===== src/rtl/tcffc_pkg.sv =====
// Shared types and constants of the tagged-count frame frequency calculator.
`default_nettype none

package tcffc_pkg;

  // Tag bytes that select which count a frame carries
  localparam logic [7:0] TagReference = 8'hAA;
  localparam logic [7:0] TagGated     = 8'hBB;
  localparam logic [7:0] TagClock     = 8'hCC;

  localparam int unsigned FrameBytes       = 5;
  localparam int unsigned CountW           = 32;
  localparam int unsigned FrameCntW        = 4;
  localparam int unsigned BcdFieldW        = 60;
  localparam int unsigned QueueDepth       = 2;
  localparam int unsigned FramesPerUpdateD = 3;
  localparam int unsigned DigitCountD      = 15;

  // One received frame
  typedef struct packed {
    logic [7:0] byte_a;
    logic [7:0] byte_b;
    logic [7:0] byte_c;
    logic [7:0] byte_d;
    logic [7:0] byte_e;
  } frame_t;

  // One calculation result
  typedef struct packed {
    logic [CountW-1:0]    frequency;
    logic [BcdFieldW-1:0] bcd_digits;
    logic                 divide_by_zero;
    logic                 saturated;
  } result_t;

  // Snapshot of the three counts handed from front to back
  typedef struct packed {
    logic [CountW-1:0] reference_count;
    logic [CountW-1:0] gated_count;
    logic [CountW-1:0] clock_count;
  } job_t;

  // Queue status seen by the front and back
  typedef struct packed {
    logic full;
    logic empty;
  } queue_status_t;

endpackage

`default_nettype wire


===== src/rtl/tcffc_fifo.sv =====
// Short job queue between the frame front end and the arithmetic back end.
`default_nettype none

module tcffc_fifo #(
  parameter int unsigned Width = 96,
  parameter int unsigned Depth = 2
) (
  input  wire logic             clk_i,
  input  wire logic             rst_ni,
  input  wire logic             push_i,
  input  wire logic [Width-1:0] push_data_i,
  input  wire logic             pop_i,
  output logic      [Width-1:0] pop_data_o,
  output tcffc_pkg::queue_status_t status_o
);

  localparam int unsigned PtrW = (Depth > 1) ? $clog2(Depth) : 1;
  localparam int unsigned CntW = $clog2(Depth + 1);

  logic [Width-1:0] mem_q [Depth];
  logic [PtrW-1:0]  wr_ptr_q, wr_ptr_d, rd_ptr_q, rd_ptr_d;
  logic [CntW-1:0]  cnt_q, cnt_d;
  logic             do_push, do_pop;

  assign status_o.full  = (cnt_q == CntW'(Depth));
  assign status_o.empty = (cnt_q == '0);
  assign do_push        = push_i && !status_o.full;
  assign do_pop         = pop_i && !status_o.empty;
  assign pop_data_o     = mem_q[rd_ptr_q];

  // Advance pointers with wrap at the depth
  always_comb begin
    wr_ptr_d = wr_ptr_q;
    rd_ptr_d = rd_ptr_q;
    cnt_d    = cnt_q;
    if (do_push) begin
      wr_ptr_d = (wr_ptr_q == PtrW'(Depth - 1)) ? '0 : wr_ptr_q + PtrW'(1);
    end
    if (do_pop) begin
      rd_ptr_d = (rd_ptr_q == PtrW'(Depth - 1)) ? '0 : rd_ptr_q + PtrW'(1);
    end
    if (do_push && !do_pop) begin
      cnt_d = cnt_q + CntW'(1);
    end else if (do_pop && !do_push) begin
      cnt_d = cnt_q - CntW'(1);
    end
  end

  always_ff @(posedge clk_i or negedge rst_ni) begin
    if (!rst_ni) begin
      wr_ptr_q <= '0;
      rd_ptr_q <= '0;
      cnt_q    <= '0;
    end else begin
      wr_ptr_q <= wr_ptr_d;
      rd_ptr_q <= rd_ptr_d;
      cnt_q    <= cnt_d;
    end
  end

  // Store entries
  always_ff @(posedge clk_i) begin
    if (do_push) begin
      mem_q[wr_ptr_q] <= push_data_i;
    end
  end

`ifndef ASSERT_OFF
  a_cnt_bound: assert property (@(posedge clk_i) disable iff (!rst_ni)
    cnt_q <= CntW'(Depth)) else $error("queue fill beyond depth");
  a_no_overflow: assert property (@(posedge clk_i) disable iff (!rst_ni)
    push_i |-> !status_o.full) else $error("push into full queue");
  a_no_underflow: assert property (@(posedge clk_i) disable iff (!rst_ni)
    pop_i |-> !status_o.empty) else $error("pop from empty queue");
`endif

endmodule

`default_nettype wire


===== src/rtl/tcffc_front.sv =====
// Front end: accepts frames, decodes the tag, keeps the counts and queues jobs.
`default_nettype none

module tcffc_front #(
  parameter int unsigned FramesPerUpdate = tcffc_pkg::FramesPerUpdateD
) (
  input  wire logic                     clk_i,
  input  wire logic                     rst_ni,
  input  wire logic                     in_valid_i,
  output logic                          in_ready_o,
  input  wire tcffc_pkg::frame_t        in_data_i,
  input  wire tcffc_pkg::queue_status_t q_status_i,
  output logic                          push_o,
  output tcffc_pkg::job_t               job_o
);

  localparam int unsigned CntW = tcffc_pkg::FrameCntW;
  localparam int unsigned NB   = tcffc_pkg::FrameBytes;

  logic [tcffc_pkg::CountW-1:0] ref_q, ref_d, gat_q, gat_d, clk_cnt_q, clk_cnt_d;
  logic [CntW-1:0]              frm_q, frm_d, frm_inc;
  logic [7:0]                   b [NB];
  logic [tcffc_pkg::CountW-1:0] cnt_at [NB];
  logic                         hit_ref, hit_gat, hit_clk;
  logic [tcffc_pkg::CountW-1:0] val_ref, val_gat, val_clk;
  logic                         accept;

  assign b[0] = in_data_i.byte_a;
  assign b[1] = in_data_i.byte_b;
  assign b[2] = in_data_i.byte_c;
  assign b[3] = in_data_i.byte_d;
  assign b[4] = in_data_i.byte_e;

  // Take the four bytes after each position, wrapping within the frame
  always_comb begin
    for (int p = 0; p < NB; p++) begin
      cnt_at[p] = {b[(p + 1) % NB], b[(p + 2) % NB], b[(p + 3) % NB], b[(p + 4) % NB]};
    end
  end

  // Find the first position of each tag; scan downward so the lowest wins
  always_comb begin
    hit_ref = 1'b0;
    hit_gat = 1'b0;
    hit_clk = 1'b0;
    val_ref = '0;
    val_gat = '0;
    val_clk = '0;
    for (int p = NB - 1; p >= 0; p--) begin
      if (b[p] == tcffc_pkg::TagReference) begin
        hit_ref = 1'b1;
        val_ref = cnt_at[p];
      end
      if (b[p] == tcffc_pkg::TagGated) begin
        hit_gat = 1'b1;
        val_gat = cnt_at[p];
      end
      if (b[p] == tcffc_pkg::TagClock) begin
        hit_clk = 1'b1;
        val_clk = cnt_at[p];
      end
    end
  end

  assign in_ready_o = !q_status_i.full;
  assign accept     = in_valid_i && in_ready_o;
  assign frm_inc    = frm_q + CntW'(1);

  // Update the count the tag selects and advance the frame count
  always_comb begin
    ref_d     = ref_q;
    gat_d     = gat_q;
    clk_cnt_d = clk_cnt_q;
    frm_d     = frm_q;
    push_o    = 1'b0;
    if (accept) begin
      if (hit_ref) begin
        ref_d = val_ref;
      end else if (hit_gat) begin
        gat_d = val_gat;
      end else if (hit_clk) begin
        clk_cnt_d = val_clk;
      end
      if (frm_inc == CntW'(FramesPerUpdate)) begin
        frm_d  = '0;
        push_o = 1'b1;
      end else begin
        frm_d = frm_inc;
      end
    end
  end

  assign job_o.reference_count = ref_d;
  assign job_o.gated_count     = gat_d;
  assign job_o.clock_count     = clk_cnt_d;

  always_ff @(posedge clk_i or negedge rst_ni) begin
    if (!rst_ni) begin
      ref_q     <= '0;
      gat_q     <= '0;
      clk_cnt_q <= '0;
      frm_q     <= '0;
    end else begin
      ref_q     <= ref_d;
      gat_q     <= gat_d;
      clk_cnt_q <= clk_cnt_d;
      frm_q     <= frm_d;
    end
  end

endmodule

`default_nettype wire


===== src/rtl/tcffc_back.sv =====
// Back end: multiply, iterative divide, saturation and BCD conversion.
`default_nettype none

module tcffc_back #(
  parameter int unsigned DigitCount = tcffc_pkg::DigitCountD
) (
  input  wire logic                     clk_i,
  input  wire logic                     rst_ni,
  input  wire tcffc_pkg::queue_status_t q_status_i,
  input  wire tcffc_pkg::job_t          job_i,
  output logic                          pop_o,
  output logic                          out_valid_o,
  input  wire logic                     out_ready_i,
  output tcffc_pkg::result_t            out_data_o
);

  localparam int unsigned W     = tcffc_pkg::CountW;
  localparam int unsigned BcdW  = 4 * DigitCount;
  localparam int unsigned StepW = $clog2(W);

  typedef enum logic [2:0] {
    S_IDLE,
    S_CHECK,
    S_DIV,
    S_BCD,
    S_LOAD
  } state_e;

  state_e              state_q;
  logic [2*W-1:0]      prod_q;
  logic [W-1:0]        ref_q, rem_q, sh_q, freq_q;
  logic [BcdW-1:0]     bcd_q, bcd_adj;
  logic [StepW-1:0]    step_q;
  logic                dz_q, sat_q;
  logic                out_valid_q;
  tcffc_pkg::result_t  out_q;
  logic [W:0]          trial, trial_sub;
  logic                qbit;
  logic                load_out;

  // One restoring divide step
  assign trial     = {rem_q, sh_q[W-1]};
  assign trial_sub = trial - {1'b0, ref_q};
  assign qbit      = (trial >= {1'b0, ref_q});

  // Add three to every digit of five or more before the shift
  always_comb begin
    for (int i = 0; i < DigitCount; i++) begin
      if (bcd_q[4*i +: 4] >= 4'd5) begin
        bcd_adj[4*i +: 4] = bcd_q[4*i +: 4] + 4'd3;
      end else begin
        bcd_adj[4*i +: 4] = bcd_q[4*i +: 4];
      end
    end
  end

  assign pop_o       = (state_q == S_IDLE) && !q_status_i.empty;
  assign load_out    = (state_q == S_LOAD) && (!out_valid_q || out_ready_i);
  assign out_valid_o = out_valid_q;
  assign out_data_o  = out_q;

  always_ff @(posedge clk_i or negedge rst_ni) begin
    if (!rst_ni) begin
      state_q     <= S_IDLE;
      prod_q      <= '0;
      ref_q       <= '0;
      rem_q       <= '0;
      sh_q        <= '0;
      freq_q      <= '0;
      bcd_q       <= '0;
      step_q      <= '0;
      dz_q        <= 1'b0;
      sat_q       <= 1'b0;
      out_valid_q <= 1'b0;
      out_q       <= '0;
    end else begin
      // Raise valid on a new result, drop it once the receiver takes the beat
      if (load_out) begin
        out_valid_q <= 1'b1;
      end else if (out_valid_q && out_ready_i) begin
        out_valid_q <= 1'b0;
      end
      case (state_q)
        S_IDLE: begin
          if (!q_status_i.empty) begin
            prod_q  <= {{W{1'b0}}, job_i.gated_count} * {{W{1'b0}}, job_i.clock_count};
            ref_q   <= job_i.reference_count;
            state_q <= S_CHECK;
          end
        end
        S_CHECK: begin
          step_q <= '0;
          bcd_q  <= '0;
          dz_q   <= 1'b0;
          sat_q  <= 1'b0;
          if (ref_q == '0) begin
            dz_q    <= 1'b1;
            freq_q  <= '0;
            state_q <= S_LOAD;
          end else if (prod_q[2*W-1:W] >= ref_q) begin
            // Quotient needs more than 32 bits: clamp
            sat_q   <= 1'b1;
            freq_q  <= '1;
            sh_q    <= '1;
            state_q <= S_BCD;
          end else begin
            rem_q   <= prod_q[2*W-1:W];
            sh_q    <= prod_q[W-1:0];
            state_q <= S_DIV;
          end
        end
        S_DIV: begin
          rem_q  <= qbit ? trial_sub[W-1:0] : trial[W-1:0];
          sh_q   <= {sh_q[W-2:0], qbit};
          step_q <= step_q + StepW'(1);
          if (step_q == '1) begin
            freq_q  <= {sh_q[W-2:0], qbit};
            state_q <= S_BCD;
          end
        end
        S_BCD: begin
          bcd_q  <= {bcd_adj[BcdW-2:0], sh_q[W-1]};
          sh_q   <= {sh_q[W-2:0], 1'b0};
          step_q <= step_q + StepW'(1);
          if (step_q == '1) begin
            state_q <= S_LOAD;
          end
        end
        S_LOAD: begin
          // Hold until the output register is free
          if (load_out) begin
            out_q.frequency      <= freq_q;
            out_q.bcd_digits     <= tcffc_pkg::BcdFieldW'(bcd_q);
            out_q.divide_by_zero <= dz_q;
            out_q.saturated      <= sat_q;
            state_q              <= S_IDLE;
          end
        end
        default: begin
          state_q <= S_IDLE;
        end
      endcase
    end
  end

`ifndef ASSERT_OFF
  a_rem_below_divisor: assert property (@(posedge clk_i) disable iff (!rst_ni)
    state_q == S_DIV |-> rem_q < ref_q) else $error("divide remainder not below divisor");
  a_dz_zero_result: assert property (@(posedge clk_i) disable iff (!rst_ni)
    out_valid_o && out_data_o.divide_by_zero |->
      out_data_o.frequency == '0 && out_data_o.bcd_digits == '0 && !out_data_o.saturated)
    else $error("divide by zero result not cleared");
  a_sat_clamped: assert property (@(posedge clk_i) disable iff (!rst_ni)
    out_valid_o && out_data_o.saturated |-> out_data_o.frequency == '1)
    else $error("saturated result not clamped");
`endif

endmodule

`default_nettype wire


===== src/rtl/tagged_count_frame_frequency_calc.sv =====
// Top level of the tagged-count frame frequency calculator.
//
// Input channel (in_valid_i/in_ready_o/in_data_i): one beat is one five-byte
// frame. A tag byte 0xAA, 0xBB or 0xCC (checked in that order, lowest byte
// position first) selects which count the four following bytes replace.
// Every FramesPerUpdate frames the three counts go to a two-entry job queue.
// Frames are taken one per cycle while the queue has room.
// Output channel (out_valid_o/out_ready_i/out_data_o): one beat per job with
// floor(clock * gated / reference), its BCD digits and the two flags.
// For each job the back end pops it and forms the product, passes a check
// state, runs 32 divide steps of a 1-bit restoring divider and 32
// double-dabble steps, and then holds in a load state until the output
// register is free. A zero reference skips both loops, a saturated quotient
// skips the divide. The back end works on one job at a time and pops the
// next only after the result is loaded.
// Reset clears the three counts, the frame count, the queue and the output.
// When the receiver stalls, the result holds in the output register, the back
// end finishes the next job and waits, and the front keeps taking frames until
// the queue fills.
`default_nettype none

module tagged_count_frame_frequency_calc #(
  parameter int unsigned FramesPerUpdate = tcffc_pkg::FramesPerUpdateD,
  parameter int unsigned DigitCount      = tcffc_pkg::DigitCountD
) (
  input  wire logic               clk_i,
  input  wire logic               rst_ni,
  input  wire logic               in_valid_i,
  output logic                    in_ready_o,
  input  wire tcffc_pkg::frame_t  in_data_i,
  output logic                    out_valid_o,
  input  wire logic               out_ready_i,
  output tcffc_pkg::result_t      out_data_o
);

  logic                     push, pop;
  tcffc_pkg::job_t          push_job, pop_job;
  tcffc_pkg::queue_status_t q_status;

  tcffc_front #(
    .FramesPerUpdate(FramesPerUpdate)
  ) u_front (
    .clk_i      (clk_i),
    .rst_ni     (rst_ni),
    .in_valid_i (in_valid_i),
    .in_ready_o (in_ready_o),
    .in_data_i  (in_data_i),
    .q_status_i (q_status),
    .push_o     (push),
    .job_o      (push_job)
  );

  tcffc_fifo #(
    .Width($bits(tcffc_pkg::job_t)),
    .Depth(tcffc_pkg::QueueDepth)
  ) u_fifo (
    .clk_i       (clk_i),
    .rst_ni      (rst_ni),
    .push_i      (push),
    .push_data_i (push_job),
    .pop_i       (pop),
    .pop_data_o  (pop_job),
    .status_o    (q_status)
  );

  tcffc_back #(
    .DigitCount(DigitCount)
  ) u_back (
    .clk_i       (clk_i),
    .rst_ni      (rst_ni),
    .q_status_i  (q_status),
    .job_i       (pop_job),
    .pop_o       (pop),
    .out_valid_o (out_valid_o),
    .out_ready_i (out_ready_i),
    .out_data_o  (out_data_o)
  );

endmodule

`default_nettype wire


===== config.mk =====
export PLATFORM = sky130hd
export DESIGN_NAME = tagged_count_frame_frequency_calc
export DESIGN_NICKNAME = d
export VERILOG_FILES = /design/src/rtl/tcffc_pkg.sv /design/src/rtl/tcffc_fifo.sv /design/src/rtl/tcffc_front.sv /design/src/rtl/tcffc_back.sv /design/src/rtl/tagged_count_frame_frequency_calc.sv
export SDC_FILE = /design/constraint.sdc
export NUM_CORES = 2
export LEC_CHECK = 0
export ABC_AREA = 1
export BUFFER_PORTS_ARGS = -buffer_cell sky130_fd_sc_hd__buf_2
export CAP_MARGIN = 5
export CORE_MARGIN = 4
export CORE_UTILIZATION = 50
export DETAILED_ROUTE_END_ITERATION = 7
export PLACE_DENSITY = 0.77
export SYNTH_ARGS = -nofsm -noshare
export SYNTH_HDL_FRONTEND = slang
export SYNTH_SLANG_ARGS = --single-unit
export TNS_END_PERCENT = 50

===== constraint.sdc =====
create_clock -name clk_i -period 9.5 [get_ports clk_i]
set_input_delay 0.95 -clock clk_i [delete_from_list [all_inputs] [get_ports clk_i]]
set_output_delay 0.95 -clock clk_i [all_outputs]
set_load 0.005 [all_outputs]

==> out/summary.txt <==
Layout cells sized above 1: 7.57%
Gr usage total: 32.6%
WL/cell: 22.5 um
Count leader, synth: nand2_1
Worst skew pair latency: 0.69 ns
Sink Count: 653
CP Capture Type: register
Clock root cell: clkbuf_16
CP cell instances: buf_12 > o21ai_2 > buf_4 > nor2_1 > fa_1 > fa_1 > inv_1 > fa_1 > fa_1 > fa_1 > inv_1 > fa_1 > fa_1 > fa_1 > ha_1 > nand2_1 > inv_1 > a21oi_1 > a21boi_0 > nand3_1 > or2_2 > nand3_1 > o21ai_0
Leading area contributor after synthesis: fa_1
Hpwl dp: 177,000 um
# IOs: 140
CTS tree: built
CP Launch Type: register
Setup Skew: 0.0401 ns
Clk pin slew, worst setup/hold paths: 0.06 ns
Fmax: 0.110 GHz
Synth Area in Compound Gates: 6.92%
Hold/Removal Path Class: input pin to async pin
Largest family of logic cells by synthesized area: adder cells
Iteration-0 DRC Markers: 6,172
DR vias: 58,500
Sequential cell area fraction in the yosys report: 25.6%
Top cells by area, synth: fa_1 27%, dfrtp_1 17%, nand2_1 11%
Area of the multi-input gates: 0.0434 mm^2
Fin. Hold Viols: 0
GP Congestion: 1.06
Critical-path top delay cell: o21ai_2
Die area: 0.141 mm^2
Chip Width: 376 um
Initial Util: 50.5%
PortBufs: 139
Hold Worst Slack: 0.220 ns
Worst-Margin Slew: 1.41 ns
Worst path most repeated cell: fa_1
Core region area: 0.134 mm^2
Hold Buf Count CTS: 0
Final setup fails: 0
Pre-CTS WS: 0.830 ns
Final nets: 9,690
MaxCap Viol Count: 0
Synth Area per Inst: 8.06 um^2
Top FF cell, synth: dfrtp_1
Antenna-violating nets left: 0
Synth top cells by count: 1,962 x nand2_1, 1,368 x inv_1, 1,093 x nor2_1
Number of synthesized flops with an enable pin: 192
Final core area utilization: 54.4%
Clock buffer count from CTS: 69
Syn Inst Count: 8,396
Post-synth ARST share: 70.6%
Initial antenna violation count: 3
Site row count: 134
Setup TNS: 0 ns
H-tree Lvls: 3
Vias in the first global route: 59,200
Failing checks: DRC
Mapped Area: 0.0676 mm^2
Largest stage delay on the critical path: 1.19 ns
Bufs on Longest Clock Path: 3
CTS resizes: 0
Synth Net Count: 9,699
Drc violations: 3
First-pass GRT wire length: 351,000 um
YS warnings: 0
Slew Limit Fails: 0
Die Ht: 376 um
DRT Pass-1 Iters: 8
Grt total ovfl: 0
Critical path data required time: 10.00 ns
Post-synthesis mux area share: 0.0296%
Largest net degree at the start of global routing: 101
Min Tclk post-route: 9.13 ns
XOR/XNOR Fraction of Synth Area: 0.855%
Kind of critical path: register to register
Average vias per placed instance: 5.73
CP arrival: 9.63 ns
Status: finished, violations left
Final WL: 230,000 um
Reg2Reg Setup Slack: 0.37 ns
Synth Area in Simple Gates: 22.8%
Unique masters post-synth: 52
RSZ-0062 raised after global routing: false
Worst setup margin: 0.369 ns
Flops & latches, synth: 653
Synthesized-area fraction occupied by adder cells: 33.2%
Top-area cell type share of the netlist area: 26.5%
# fillers: 12,200
Slew HR: 6.31%
Crit-path max FO: 96
Post-CTS Setup Repair Bufs: 0
Part of the cycle the worst path needs: 96.1%
Area growth, synth to finish: 7.68%
Seq. cell area: 0.0173 mm^2
==> worst paths after layout <==
check                                        from                 to  depth (start not counted)
worst max-delay path              u_fifo.rd_ptr_q  u_back.prod_q[26]                         23
worst min-delay path                       rst_ni  u_front.gat_q[19]                          1
worst max register to register    u_fifo.rd_ptr_q  u_back.prod_q[26]                         23
worst min register to register  u_back.prod_q[22]  u_back.prod_q[22]                          2
max in group asynchronous                  rst_ni  u_front.ref_q[21]                          3
min in group clk_i              u_back.prod_q[22]  u_back.prod_q[22]                          2
==> layout by cell type, fill, tap and decap left out, drive strengths merged <==
cell type / netlist / routed
and2: 6 / 6
o2111ai: 29 / 29
clkinv: 16 / 36
mux2i: 2 / 2
a21boi: 5 / 5
o21a: 11 / 11
a21oi: 208 / 208
dfrtp: 461 / 461
xor2: 35 / 35
inv: 1406 / 1414
a21o: 7 / 7
nand2: 1970 / 1970
and2b: 1 / 1
nand4: 42 / 42
ha: 362 / 362
nand3b: 53 / 53
o31ai: 33 / 33
clkbuf: 260 / 89
edfxtp: 192 / 192
a31oi: 1 / 1
nor4: 21 / 21
xnor2: 31 / 31
diode: 0 / 3
o32ai: 14 / 14
o21bai: 17 / 17
fa: 897 / 897
clkinvlp: 0 / 4
nor2: 1101 / 1101
nor2b: 2 / 2
o211ai: 4 / 4
o21ai: 485 / 485
nor3: 22 / 22
buf: 147 / 327
bufinv: 0 / 7
nand3: 456 / 456
or2: 73 / 73
o22ai: 26 / 26
==> area by class of cell <==
type | instances | share of cell area (%)
clock buffer | 89 | 2.57
antenna | 3 | 0.0103
clock inverter | 39 | 0.701
multi-input combinational | 5914 | 59.6
timing repair buffer | 327 | 3.03
inverter | 1422 | 7.34
tap | 1768 | 3.04
sequential | 653 | 23.8
==> sequential cells by signal, indices dropped and copies added, names as in the netlist <==
register,flops
u_front.frm_q,4
u_front.ref_q,32
u_fifo.rd_ptr_q,1
u_back.rem_q,32
u_back.out_valid_o,1
u_back.sat_q,1
u_back.sh_q,32
u_back.prod_q,64
u_front.gat_q,32
u_front.clk_cnt_q,32
u_back.step_q,5
u_fifo.mem_q,192
u_fifo.wr_ptr_q,1
u_back.ref_q,32
u_back.out_data_o,94
u_back.dz_q,1
u_fifo.cnt_q,2
u_back.bcd_q,60
u_back.freq_q,32
u_back.state_q,3
==> kinds of logic (layout without fill, tap and decap cells) <==
family          Yosys count  after routing
simple gates           3747           3747
buf+inv                1829           1877
flops                   653            653
mux                       2              2
fa+ha+maj              1259           1259
other cells               0              3
xor+xnor                 66             66
compound gates          840            840
==> routing by layer <==
layer  routed length [um]  vias to the layer above  share of wire [%]  GRT usage, %
met1                87300                    28400                 38          42.1
met5                    0                        -                  0             0
met4                17000                        0                7.4          19.4
met2               100000                     3389                 44          49.4
li1                     -                    25800                  -             -
met3                25800                      917                 11          8.66
==> stage by stage <==
stage               instances  instance area (um^2)
finish                  10200                 72800
global route            10200                 72800
CTS                     10200                 72800
detailed placement      10100                 70400
global placement        10100                 70400
floorplan                8396                 67600
==> critical path, delay by kind of cell, from the launching register on <==
family | cells | cell delay (ns)
fa+ha+maj | 9 | 4.54
compound gates | 4 | 1.80
simple gates | 5 | 1.12
buf+inv | 5 | 0.87
flops | 1 | 0.50
Power is not shown: default switching activity piles up to over one toggle a cycle in this logic, so the estimate is an artifact.
